<file path="config.mk">
export PLATFORM = sky130hd
export DESIGN_NAME = efso_div
export DESIGN_NICKNAME = d
export VERILOG_FILES = /design/src/efso_pkg.sv /design/src/efso_div.sv
export SDC_FILE = /design/constraint.sdc
export NUM_CORES = 1
export LEC_CHECK = 0
export ABC_AREA = 1
export BUFFER_PORTS_ARGS = -buffer_cell sky130_fd_sc_hd__buf_2
export CAP_MARGIN = 10
export CORE_UTILIZATION = 58
export DETAILED_ROUTE_END_ITERATION = 10
export GPL_ROUTABILITY_DRIVEN = 0
export PLACE_DENSITY_LB_ADDON = 0.25
export REMOVE_ABC_BUFFERS = 1
export SYNTH_ARGS = -nofsm -noshare
export SYNTH_HDL_FRONTEND = slang
export SYNTH_SLANG_ARGS = --single-unit
</file>
<file path="constraint.sdc">
create_clock -name clk -period 6 [get_ports clk]
set_input_delay 0.9 -clock clk [delete_from_list [all_inputs] [get_ports clk]]
set_output_delay 0.9 -clock clk [all_outputs]
set_load 0.005 [all_outputs]
</file>
<file path="src/efso_pkg.sv">
// ----------------------------------------------------------------------------
// efso_pkg - shared types and constants of the FM sine oscillator
// Sequencer states, fixed-point constants, polynomial coefficients and the
// widths of the increment divider.
// ----------------------------------------------------------------------------
package efso_pkg;

	// register indexes of the configuration port
	localparam logic [2:0] REG_OCTAVE   = 3'd0;
	localparam logic [2:0] REG_FINE     = 3'd1;
	localparam logic [2:0] REG_HARMONIC = 3'd2;
	localparam logic [2:0] REG_SUBHARM  = 3'd3;
	localparam logic [2:0] REG_EXP_GAIN = 3'd4;
	localparam logic [2:0] REG_LIN_GAIN = 3'd5;
	localparam logic [2:0] REG_RATE     = 3'd6;

	// divider: 56-bit dividend (|F*harmonic| << 16), 23-bit divisor
	localparam int DVD_W  = 56;
	localparam int DVS_W  = 23;
	localparam int QCNT_W = 6;

	// log2(16.35 Hz) in Q12 octaves
	localparam logic signed [20:0] C0_Q12 = 21'sd16513;

	// Horner start values
	localparam logic signed [32:0] EXP_P0 = 33'sd16378;
	localparam logic signed [32:0] SIN_P0 = 33'sd172273;

	typedef enum logic [3:0] {
		ST_IDLE,
		ST_PREP,
		ST_T2,
		ST_SIN,
		ST_SS,
		ST_SMP,
		ST_EXP,
		ST_FRQ,
		ST_HRM,
		ST_DST,
		ST_DIV,
		ST_WB,
		ST_DONE
	} efso_state_t;

	// exp2 mantissa coefficients, Q30, in Horner order
	function automatic logic signed [32:0] exp_coef(input logic [2:0] j);
		logic signed [32:0] c;
		unique case (j)
			3'd0:    c = 33'sd165394;
			3'd1:    c = 33'sd1431680;
			3'd2:    c = 33'sd10327388;
			3'd3:    c = 33'sd59597083;
			3'd4:    c = 33'sd257941248;
			3'd5:    c = 33'sd744261118;
			default: c = 33'sd1073741824;
		endcase
		return c;
	endfunction

	// quarter-wave sine coefficients in t^2, Q30, in Horner order
	function automatic logic signed [32:0] sin_coef(input logic [1:0] j);
		logic signed [32:0] c;
		unique case (j)
			2'd0: c = -33'sd5026995;
			2'd1: c = 33'sd85569306;
			2'd2: c = -33'sd693598670;
			2'd3: c = 33'sd1686629713;
		endcase
		return c;
	endfunction

endpackage

</file>
<file path="src/efso_div.sv">
// ----------------------------------------------------------------------------
// efso_div - restoring divider for the phase increment
// Unsigned, one quotient bit per cycle; done pulses when the quotient is ready.
// ----------------------------------------------------------------------------
module efso_div
	import efso_pkg::*;
(
	input  logic             clk,
	input  logic             arst_n,
	input  logic             start,
	input  logic [DVD_W-1:0] dividend,
	input  logic [DVS_W-1:0] divisor,
	output logic             done,
	output logic [DVD_W-1:0] quotient
);

	logic              busy_q;
	logic              done_q;
	logic [QCNT_W-1:0] cnt_q;
	logic [DVS_W-1:0]  rem_q;
	logic [DVD_W-1:0]  quo_q;
	logic [DVS_W:0]    shifted;
	logic [DVS_W:0]    diff;
	logic              ge;

	// trial subtraction
	assign shifted = {rem_q, quo_q[DVD_W-1]};
	assign diff    = shifted - {1'b0, divisor};
	assign ge      = (shifted >= {1'b0, divisor});

	// control
	always_ff @(posedge clk or negedge arst_n) begin
		if (!arst_n) begin
			busy_q <= 1'b0;
			done_q <= 1'b0;
			cnt_q  <= '0;
		end else begin
			done_q <= 1'b0;
			if (start) begin
				busy_q <= 1'b1;
				cnt_q  <= '0;
			end else if (busy_q) begin
				if (cnt_q == QCNT_W'(DVD_W - 1)) begin
					busy_q <= 1'b0;
					done_q <= 1'b1;
				end
				cnt_q <= cnt_q + 1'b1;
			end
		end
	end

	// datapath
	always_ff @(posedge clk) begin
		if (start) begin
			rem_q <= '0;
			quo_q <= dividend;
		end else if (busy_q) begin
			rem_q <= ge ? diff[DVS_W-1:0] : shifted[DVS_W-1:0];
			quo_q <= {quo_q[DVD_W-2:0], ge};
		end
	end

	assign done     = done_q;
	assign quotient = quo_q;

endmodule

</file>
==> results of run 1 <==
[worst max-delay path, cell delays in order]
cell	delay [ps]
buf_2	100
ha_1	210
fa_1	400
inv_1	100
nand2_1	70
nand2_1	110
nand3_1	90
nand2_2	110
nand2_1	70
nand4_2	470
buf_4	390
nand3_1	140
nand2_1	80
nand2_1	50
[metal layers]
layer | track usage [%] | vias up | wire length, um
li1 | - | 2692 | -
met3 | 6.68 | 31 | 951
met5 | 0 | - | 0
met1 | 32.8 | 2357 | 5460
met2 | 52.0 | 176 | 6830
met4 | 10.4 | 0 | 333
[flip-flops by register name, summed over array words and instances, names as in the netlist]
signal / cells
quotient: 56
rem_q: 23
cnt_q: 6
busy_q: 1
done: 1
[synth_stat cells]
library cell	n	area share, %
nor2_4	2	0.41
a22o_1	1	0.16
nand3_1	28	2.5
nand2_2	2	0.23
fa_1	1	0.36
nand4_1	5	0.57
or2_1	1	0.11
nand4_2	1	0.23
buf_12	1	0.36
inv_2	1	0.068
nor3_1	6	0.55
edfxtp_1	56	31
clkbuf_1	13	0.89
or2_2	1	0.11
inv_1	94	6.4
xnor2_1	10	1.6
ha_1	24	5.5
o211ai_1	1	0.14
o21ai_0	5	0.45
and2_1	3	0.34
nor2_2	18	2.0
nor2_1	60	4.1
clkinv_1	1	0.068
nand3b_1	1	0.14
a21oi_1	17	1.5
dfrtp_1	8	3.6
dfxtp_1	23	8.4
nor4_1	2	0.23
buf_2	1	0.091
xor2_1	2	0.32
nand2_1	392	27
buf_6	2	0.41
o21bai_1	3	0.41
buf_4	1	0.14
buf_1	4	0.27
[cell type report]
cell class,instances,share of cell area (%)
Timing Repair Buffer,142,11.0
Multi-Input combinational cell,586,41.1
Clock buffer,9,1.90
Clock inverter,7,2.36
Sequential cell,87,35.9
Tap cell,111,2.13
Inverter,96,5.52
[worst paths after layout]
check / from / to / slack, ps
max in group asynchronous: arst_n / cnt_q[0]$_DFFE_PN0P_ / 5450
min in group clk: rem_q[1]$_SDFFE_PP0P_ / rem_q[1]$_SDFFE_PP0P_ / 480
setup / recovery: divisor[0] / rem_q[20]$_SDFFE_PP0P_ / 2950
setup reg to reg: quotient[55]$_DFFE_PP_ / rem_q[20]$_SDFFE_PP0P_ / 3150
hold reg to reg: rem_q[1]$_SDFFE_PP0P_ / rem_q[1]$_SDFFE_PP0P_ / 480
hold / removal: arst_n / done$_DFF_PN0_ / 360
[report_power, final]
group / switching, mW / total [mW] / leakage, nW / internal (mW)
combinational: 0.703 / 1.12 / 2.59 / 0.418
sequential: 0.0836 / 0.836 / 0.910 / 0.752
clock: 0.241 / 0.565 / 0.137 / 0.325
[per-stage QoR]
| stage | power [mW] | area [um2] |
|---|---|---|
| 6_report | 2.52 | 6520 |
| 5_1_grt | 2.71 | 6520 |
| 4_1_cts | 2.52 | 6520 |
| 3_5_place_dp | 1.95 | 6250 |
| 3_3_place_gp | 1.91 | 6250 |
| 2_1_floorplan | 1.67 | 5390 |
[cells by family (layout without fill, tap and decap cells)]
family                   after synthesis  in the layout  synth area share, %
AO/OA/AOI/OAI                         27             27                 2.70
XOR/XNOR                              12             12                 1.91
adder cells (fa/ha/maj)               25             25                 5.82
buffers and inverters                118            254                 8.70
flip-flops                            87             87                 42.5
AND/OR/NAND/NOR                      522            522                 38.3
==> flow_metrics.tcl, run 1 <==
set metrics [dict create \
    status "finished, final reports clean" \
    grt_pass1_vias 5139 \
    pre_cts_ws_ps 2610 \
    maxSlewViolCount 0 \
    cellPowerDensity_mw_per_mm2 387 \
    yosysSeqAreaShare_pct 42.5 \
    portBuffers 138 \
    min_period_ps 3050 \
    hold_slack_ps 362 \
    htree_levels 3 \
    worst_slack_ps 2950 \
    post-dp-hpwl_um 9860 \
    start_util_pct 59.9 \
    ys_types 35 \
    layout_commonest_cell "nand2_1" \
    clk_latency_ps 360 \
    numCtsBuffers 9 \
    synthCells 791 \
    worstSetupEndpointType "register" \
    num_vias 5256 \
    final-hold-violation-count 0 \
    cts_hold_buf 0 \
    worstHoldPathType "in2async" \
    synth.avg_cell_area_um2 6.96 \
    max_freq_mhz 327 \
    regArea_mm2 0.00234 \
    ys_warn_count 0 \
    grt_overflow 0 \
    cp_data_required_time_ps 6260 \
    finalSetupViolations 0 \
    grt_pass1_wl_um 22500 \
    clk_pin_slew_ps 100 \
    viasPerCell 5.06 \
    worstMarginPinSlew_ps 1160 \
    layout_common_cells "nand2_1 (392), buf_2 (138), inv_1 (93)" \
    antenna_found_initial 0 \
    synth_area_mm2 0.00551 \
    postCtsSetupRepairBufs 0 \
    final_cells 1038 \
    ant_nets 0 \
    cts_tree "done" \
    cts_buffer_depth 2 \
    worstPathArrival_ps 3320 \
    rows 35 \
    rr_worst_depth 14 \
    fin_tns_setup_ps 0 \
    dr.pass1.iters 5 \
    num_io_pins 139 \
    fill_cells 764 \
    syn_to_final_growth_pct 18.5 \
    multi_input_area_mm2 0.00268 \
    leakagePower_nw 3.64 \
    fp.dieW_um 99.4 \
    rsz0062_at_grt "no" \
    finalCritPeriodShare_pct 50.9 \
    crit_fanout 26 \
    design.die.area_mm2 0.00989 \
    die_h_um 99.4 \
    nNetsFinal 1029 \
    grt_util_all_layers_pct 28.6 \
    cts_sinks 87 \
    fin_util_pct 70.9 \
    worst-setup-path-type "in2reg" \
    cts_resized 0 \
    finalClockSkew_ps 10.8 \
    wire_per_inst_um 13.1 \
    ys_ff_latch 87 \
    maxCapViolCount 0 \
    antenna_cells_inserted 0 \
    dr.first_iter.drc_count 215 \
    relSlewSlack_pct 22.6 \
    routed_wl_um 13600 \
    grt_max_degree 62 \
    remaining_drc_errors 0 \
    vdd_drop_max_uv 166 \
    drive_gt1_share_pct 19.8 \
    core_area_mm2 0.00920 \
    worst_setup_path_start_kind "input pin" \
    placed_cells 1022 \
    root_buffer "clkbuf_8" \
]
Power figures use the tool's default switching activity.
==> run 2: changes to the inputs <==
--- a/config.mk
+++ b/config.mk
@@ -8,7 +8,7 @@
 export ABC_AREA = 1
 export BUFFER_PORTS_ARGS = -buffer_cell sky130_fd_sc_hd__buf_2
 export CAP_MARGIN = 10
-export CORE_UTILIZATION = 58
+export CORE_UTILIZATION = 54
 export DETAILED_ROUTE_END_ITERATION = 10
 export GPL_ROUTABILITY_DRIVEN = 0
 export PLACE_DENSITY_LB_ADDON = 0.25
==> constraint.sdc (replaced) <==
create_clock -name clk -period 2.9 [get_ports clk]
set_input_delay 0.435 -clock clk [delete_from_list [all_inputs] [get_ports clk]]
set_output_delay 0.435 -clock clk [all_outputs]
set_load 0.005 [all_outputs]
==> run 2 against run 1 <==
Critical endpoint is now rem_q[17]$_SDFFE_PP0P_. Worst setup slack got worse by 2400 ps. Register-to-register slack got worse by 2600 ps. Flip-flop and latch count did not move.
==> flow_metrics.tcl, run 2 (synthesis gave the netlist of run 1 again) <==
set metrics [dict create \
    status "finished, final reports clean" \
    hold_slack_ps 340 \
    drive_gt1_share_pct 20.1 \
    core_area_mm2 0.00982 \
    worstHoldPathType "in2reg" \
    postCtsSetupRepairBufs 0 \
    die_h_um 103 \
    cts_buffer_depth 2 \
    grt_max_degree 59 \
    grt_overflow 0 \
    rr_worst_depth 14 \
    multi_input_area_mm2 0.00268 \
    fill_cells 927 \
    regArea_mm2 0.00234 \
    portBuffers 138 \
    p_clk_share_pct 16.7 \
    num_vias 5155 \
    clk_pin_slew_ps 100 \
    num_io_pins 139 \
    relSlewSlack_pct 42.3 \
    placed_cells 1047 \
    ant_nets 0 \
    clk_latency_ps 360 \
    htree_levels 3 \
    r2r_start "quotient[55]$_DFFE_PP_" \
    final_cells 1064 \
    grt_util_all_layers_pct 25.7 \
    combPwrFrac_pct 47.5 \
    fin_tns_setup_ps 0 \
    pwr-share-seq_pct 35.8 \
    grt_pass1_wl_um 21200 \
    critPathLaunch "quotient[55]$_DFFE_PP_" \
    worstSetupEndpointType "register" \
    start_util_pct 56.1 \
    post-dp-hpwl_um 9620 \
    numCtsBuffers 9 \
    cellPowerDensity_mw_per_mm2 745 \
    remaining_drc_errors 0 \
    finalClockSkew_ps 11.8 \
    swShare_pct 43.1 \
    cts_sinks 87 \
    cp_data_required_time_ps 3160 \
    worst_setup_path_start_kind "register" \
    maxCapViolCount 0 \
    maxSlewViolCount 0 \
    p_sw_mw 2.08 \
    worst-setup-path-type "reg2reg" \
    nNetsFinal 1033 \
    pre_cts_ws_ps 457 \
    layout_commonest_cell "nand2_1" \
    largest_reg_flops 56 \
    rsz0062_at_grt "no" \
    antenna_found_initial 0 \
    worst_slack_ps 584 \
    leakagePower_nw 3.61 \
    rows 36 \
    finalCritPeriodShare_pct 79.9 \
    fp.dieW_um 103 \
    viasPerCell 4.84 \
    syn_to_final_growth_pct 17.8 \
    final-hold-violation-count 0 \
    min_period_ps 2320 \
    worstSetupEndpoint "rem_q[17]$_SDFFE_PP0P_" \
    worstMarginPinSlew_ps 865 \
    routed_wl_um 12800 \
    r2r_setup_slack_ps 580 \
    worstReg2RegEnd "rem_q[17]$_SDFFE_PP0P_" \
    crit_fanout 35 \
    dr.pass1.iters 5 \
    design.die.area_mm2 0.0106 \
    wire_per_inst_um 12.0 \
    max_freq_mhz 432 \
    antenna_cells_inserted 0 \
    root_buffer "clkbuf_8" \
    worstPathArrival_ps 2570 \
    cts_tree "done" \
    layout_common_cells "nand2_1 (392), buf_2 (138), inv_1 (93)" \
    dr.first_iter.drc_count 227 \
    grt_pass1_vias 4814 \
    finalSetupViolations 0 \
    p_int_mw 2.75 \
    vdd_drop_max_uv 379 \
]
-- run 2: area by class of cell --
cell class | count | area share (%)
Clock buffer | 9 | 1.91
Clock inverter | 7 | 0.849
Timing Repair Buffer | 146 | 11.6
Sequential cell | 87 | 36.1
Multi-Input combinational cell | 586 | 41.4
Inverter | 96 | 5.56
Tap cell | 133 | 2.57
-- run 2: power by group through the flow --
stage | Sequential [mW] | Combinational, mW | Clock (mW)
after detailed placement | 1.75 | 2.28 | 0
after global routing | 1.76 | 2.65 | 0.877
after CTS | 1.73 | 2.30 | 0.830
after floorplan | 1.72 | 1.74 | 0
after global placement | 1.75 | 2.24 | 0
final | 1.73 | 2.30 | 0.808
-- run 2: layer usage --
layer / GRT usage [%] / up-vias / share of wire [%]
met5: 0 / - / 0
met4: 7.58 / 0 / 1.4
met3: 6.64 / 16 / 7.2
met2: 44.3 / 152 / 47
met1: 31.8 / 2287 / 44
li1: - / 2700 / -
-- run 2: stage by stage --
stage / total power, mW / util [%] / area [um2]
CTS: 4.86 / 66.0 / 6480
detailed placement: 4.03 / 64.1 / 6300
global placement: 3.99 / 64.1 / 6300
global route: 5.28 / 66.0 / 6480
floorplan: 3.46 / - / 5390
finish: 4.83 / 66.0 / 6480
-- run 2: timing repair --
item	in CTS	in global routing
endpoints found under the hold margin	8	0
gates resized for setup	0	0
hold buffers	1	0
-- run 2: worst min path at each step --
stage / slack (ps) / cells past startpoint / end / startpoint
2_1_floorplan: 140 / 0 / busy_q$_DFF_PN0_ / arst_n
3_3_place_gp: 280 / 1 / done$_DFF_PN0_ / arst_n
3_5_place_dp: 280 / 1 / busy_q$_DFF_PN0_ / arst_n
4_1_cts: 330 / 3 / quotient[13]$_DFFE_PP_ / dividend[13]
5_1_grt: 330 / 3 / quotient[21]$_DFFE_PP_ / dividend[21]
6_report: 340 / 3 / quotient[6]$_DFFE_PP_ / dividend[6]
-- run 2: critical path, cell delays in order, from the launching register on --
cell and delay [ps]:
edfxtp_1 380, inv_1 50, ha_1 200, fa_1 400, inv_1 90, nand2_1 50
nand2_1 70, nand3_1 80, nand2_2 110, nand2_1 70, nand4_2 90, buf_4 350
nand3_1 130, nand2_1 90, nand2_1 40
==> run 3: changes to the inputs <==
--- a/config.mk
+++ b/config.mk
@@ -8,7 +8,7 @@
 export ABC_AREA = 1
 export BUFFER_PORTS_ARGS = -buffer_cell sky130_fd_sc_hd__buf_2
 export CAP_MARGIN = 10
-export CORE_UTILIZATION = 54
+export CORE_UTILIZATION = 49
 export DETAILED_ROUTE_END_ITERATION = 10
 export GPL_ROUTABILITY_DRIVEN = 0
 export PLACE_DENSITY_LB_ADDON = 0.25
==> constraint.sdc (replaced) <==
create_clock -name clk -period 2.1 [get_ports clk]
set_input_delay 0.315 -clock clk [delete_from_list [all_inputs] [get_ports clk]]
set_output_delay 0.315 -clock clk [all_outputs]
set_load 0.005 [all_outputs]
==> run 3 against run 2 <==
The run now ends with negative setup slack left. Non-clock buffer count grew 19. Wire length grew 7.1%. Via count grew 2.6%. Hold slack lost 140 ps. Clock-buffer cell count grew 2.
==> flow_metrics.tcl, run 3 (synthesis gave the netlist of run 1 again) <==
set metrics [dict create \
    finalCritPeriodShare_pct 100 \
    remaining_drc_errors 0 \
    maxSlewViolCount 0 \
    max_freq_mhz 475 \
    worstHoldPathType "in2reg" \
    placed_cells 1065 \
    path_common_cell "nand2_1" \
    min_period_ps 2100 \
    status "finished with violations" \
    root_buffer "clkbuf_8" \
    ant_nets 0 \
    worstPathArrival_ps 2370 \
    portBuffers 138 \
    viasPerCell 4.85 \
    hold_path_depth 2 \
    drive_gt1_share_pct 24.5 \
    syn_to_final_growth_pct 25.7 \
    cp_data_required_time_ps 2370 \
    grt_overflow 0 \
    grt_pass1_vias 4850 \
    rows 38 \
    fp.dieW_um 108 \
    num_io_pins 139 \
    layout_commonest_cell "nand2_1" \
    grt_util_all_layers_pct 24.1 \
    maxCapViolCount 0 \
    grt_pass1_wl_um 21900 \
    fin_area_mm2 0.00692 \
    worstSetupEndpointType "register" \
    post-dp-hpwl_um 9620 \
    p_clk_share_pct 14.6 \
    cellPowerDensity_mw_per_mm2 1100 \
    wire_per_inst_um 12.5 \
    dr.pass1.iters 5 \
    clk_pin_slew_ps 90 \
    cts_buffer_depth 2 \
    finalClockSkew_ps 10.8 \
    layout_common_cells "nand2_1 (386), buf_2 (139), inv_1 (91)" \
    htree_levels 3 \
    design.die.area_mm2 0.0117 \
    grt_max_degree 62 \
    worst_slack_ps -4.68 \
    placed_cell_area_mm2 0.00642 \
    crit_fanout 8 \
    fin_tns_setup_ps -4.68 \
    final-hold-violation-count 0 \
    slowest_stage "dfxtp_1" \
    fill_cells 1029 \
    rr_worst_depth 12 \
    antenna_found_initial 0 \
    core_area_mm2 0.0109 \
    p_int_mw 4.39 \
    swShare_pct 42.2 \
    worst-setup-path-type "reg2reg" \
    r2r_setup_slack_ps -5 \
    dr.first_iter.drc_count 330 \
    worst_setup_path_start_kind "register" \
    finalSetupViolations 1 \
    power_mw 7.59 \
    numCtsBuffers 9 \
    start_util_pct 50.6 \
    relSlewSlack_pct 41.7 \
    clk_latency_ps 370 \
    die_h_um 108 \
    cts_sinks 87 \
    num_vias 5290 \
    cts_tree "done" \
    worstMarginPinSlew_ps 874 \
    pwr-share-seq_pct 32.2 \
    rsz0062_at_grt "yes" \
    max_stage_delay_ps 420 \
    path_cells "ha_1, nand2_1, nor2_1, nand2_1, inv_1, nand2_1, nand4_4, clkbuf_16, nor2_2, nor2_2, nand2_1, nand2_1" \
    hold_slack_ps 203 \
    p_sw_mw 3.20 \
    largest_reg_flops 56 \
    nNetsFinal 1052 \
    leakagePower_nw 3.76 \
    failed_checks "negative setup slack" \
    antenna_cells_inserted 0 \
    routed_wl_um 13700 \
    combPwrFrac_pct 53.2 \
    vdd_drop_max_uv 764 \
    final_cells 1090 \
]
==> run 3: cell count changes in the layout (fill, tap and decap cells not counted), sizes merged <==
cell | before | now
clkbuf | 9 | 14
buf | 145 | 161
clkinv | 5 | 2
inv | 97 | 98
==> run 3: power by group through the flow <==
stage / registers, mW / clock network [mW] / logic [mW]
floorplan: 2.38 / 0 / 2.40
global placement: 2.42 / 0 / 3.28
detailed placement: 2.41 / 0 / 3.33
CTS: 2.38 / 1.14 / 3.37
global route: 2.49 / 1.19 / 4.53
finish: 2.45 / 1.11 / 4.04
==> run 3: repair_timing <==
action | in CTS | in global routing
pin swaps | 0 | 11
cloned | 0 | 5
endpoints found under the setup margin | 1 | 24
endpoints found under the hold margin | 8 | 0
hold buffers | 1 | 0
buffers inserted | 0 | 3
gates resized for setup | 1 | 44
==> run 3: per-layer routing <==
layer  track usage (%)  wire length, um  up-vias
met4              6.85              201        0
li1                  -                -     2754
met2              39.5             6500      177
met3              7.53             1020       18
met5                 0                0        -
met1              30.4             5940     2341
==> run 3: worst paths after layout <==
check	from	end
setup / recovery	rem_q[15]$_SDFFE_PP0P_	rem_q[11]$_SDFFE_PP0P_
hold / removal	start	cnt_q[0]$_DFFE_PN0P_
setup reg to reg	rem_q[15]$_SDFFE_PP0P_	rem_q[11]$_SDFFE_PP0P_
hold reg to reg	rem_q[20]$_SDFFE_PP0P_	rem_q[20]$_SDFFE_PP0P_
max in group asynchronous	arst_n	cnt_q[3]$_DFFE_PN0P_
min in group asynchronous	arst_n	done$_DFF_PN0_
==> run 3: stage by stage <==
| step | setup WS (ps) | utilization [%] |
|---|---|---|
| floorplan | -619 | - |
| global placement | 27.2 | 59.0 |
| detailed placement | -49.9 | 59.0 |
| CTS | 5.52 | 60.7 |
| global route | -151 | 63.6 |
| finish | -4.68 | 63.6 |
==> run 3: area by class of cell <==
cell class	instances	area, um2	share of cell area, %
clock buffer	11	131	1.90
sequential	87	2350	33.9
tap	140	175	2.53
clock inverter	5	41.3	0.597
inverter	96	360	5.21
timing repair buffer	165	998	14.4
multi-input combinational	586	2870	41.4
==> run 3: critical path, delay by kind of cell, from the launching register on <==
kind | cells | cell delay, ps
adder cells (fa/ha/maj) | 1 | 320
AND/OR/NAND/NOR | 9 | 920
flip-flops | 1 | 420
buffers and inverters | 2 | 350
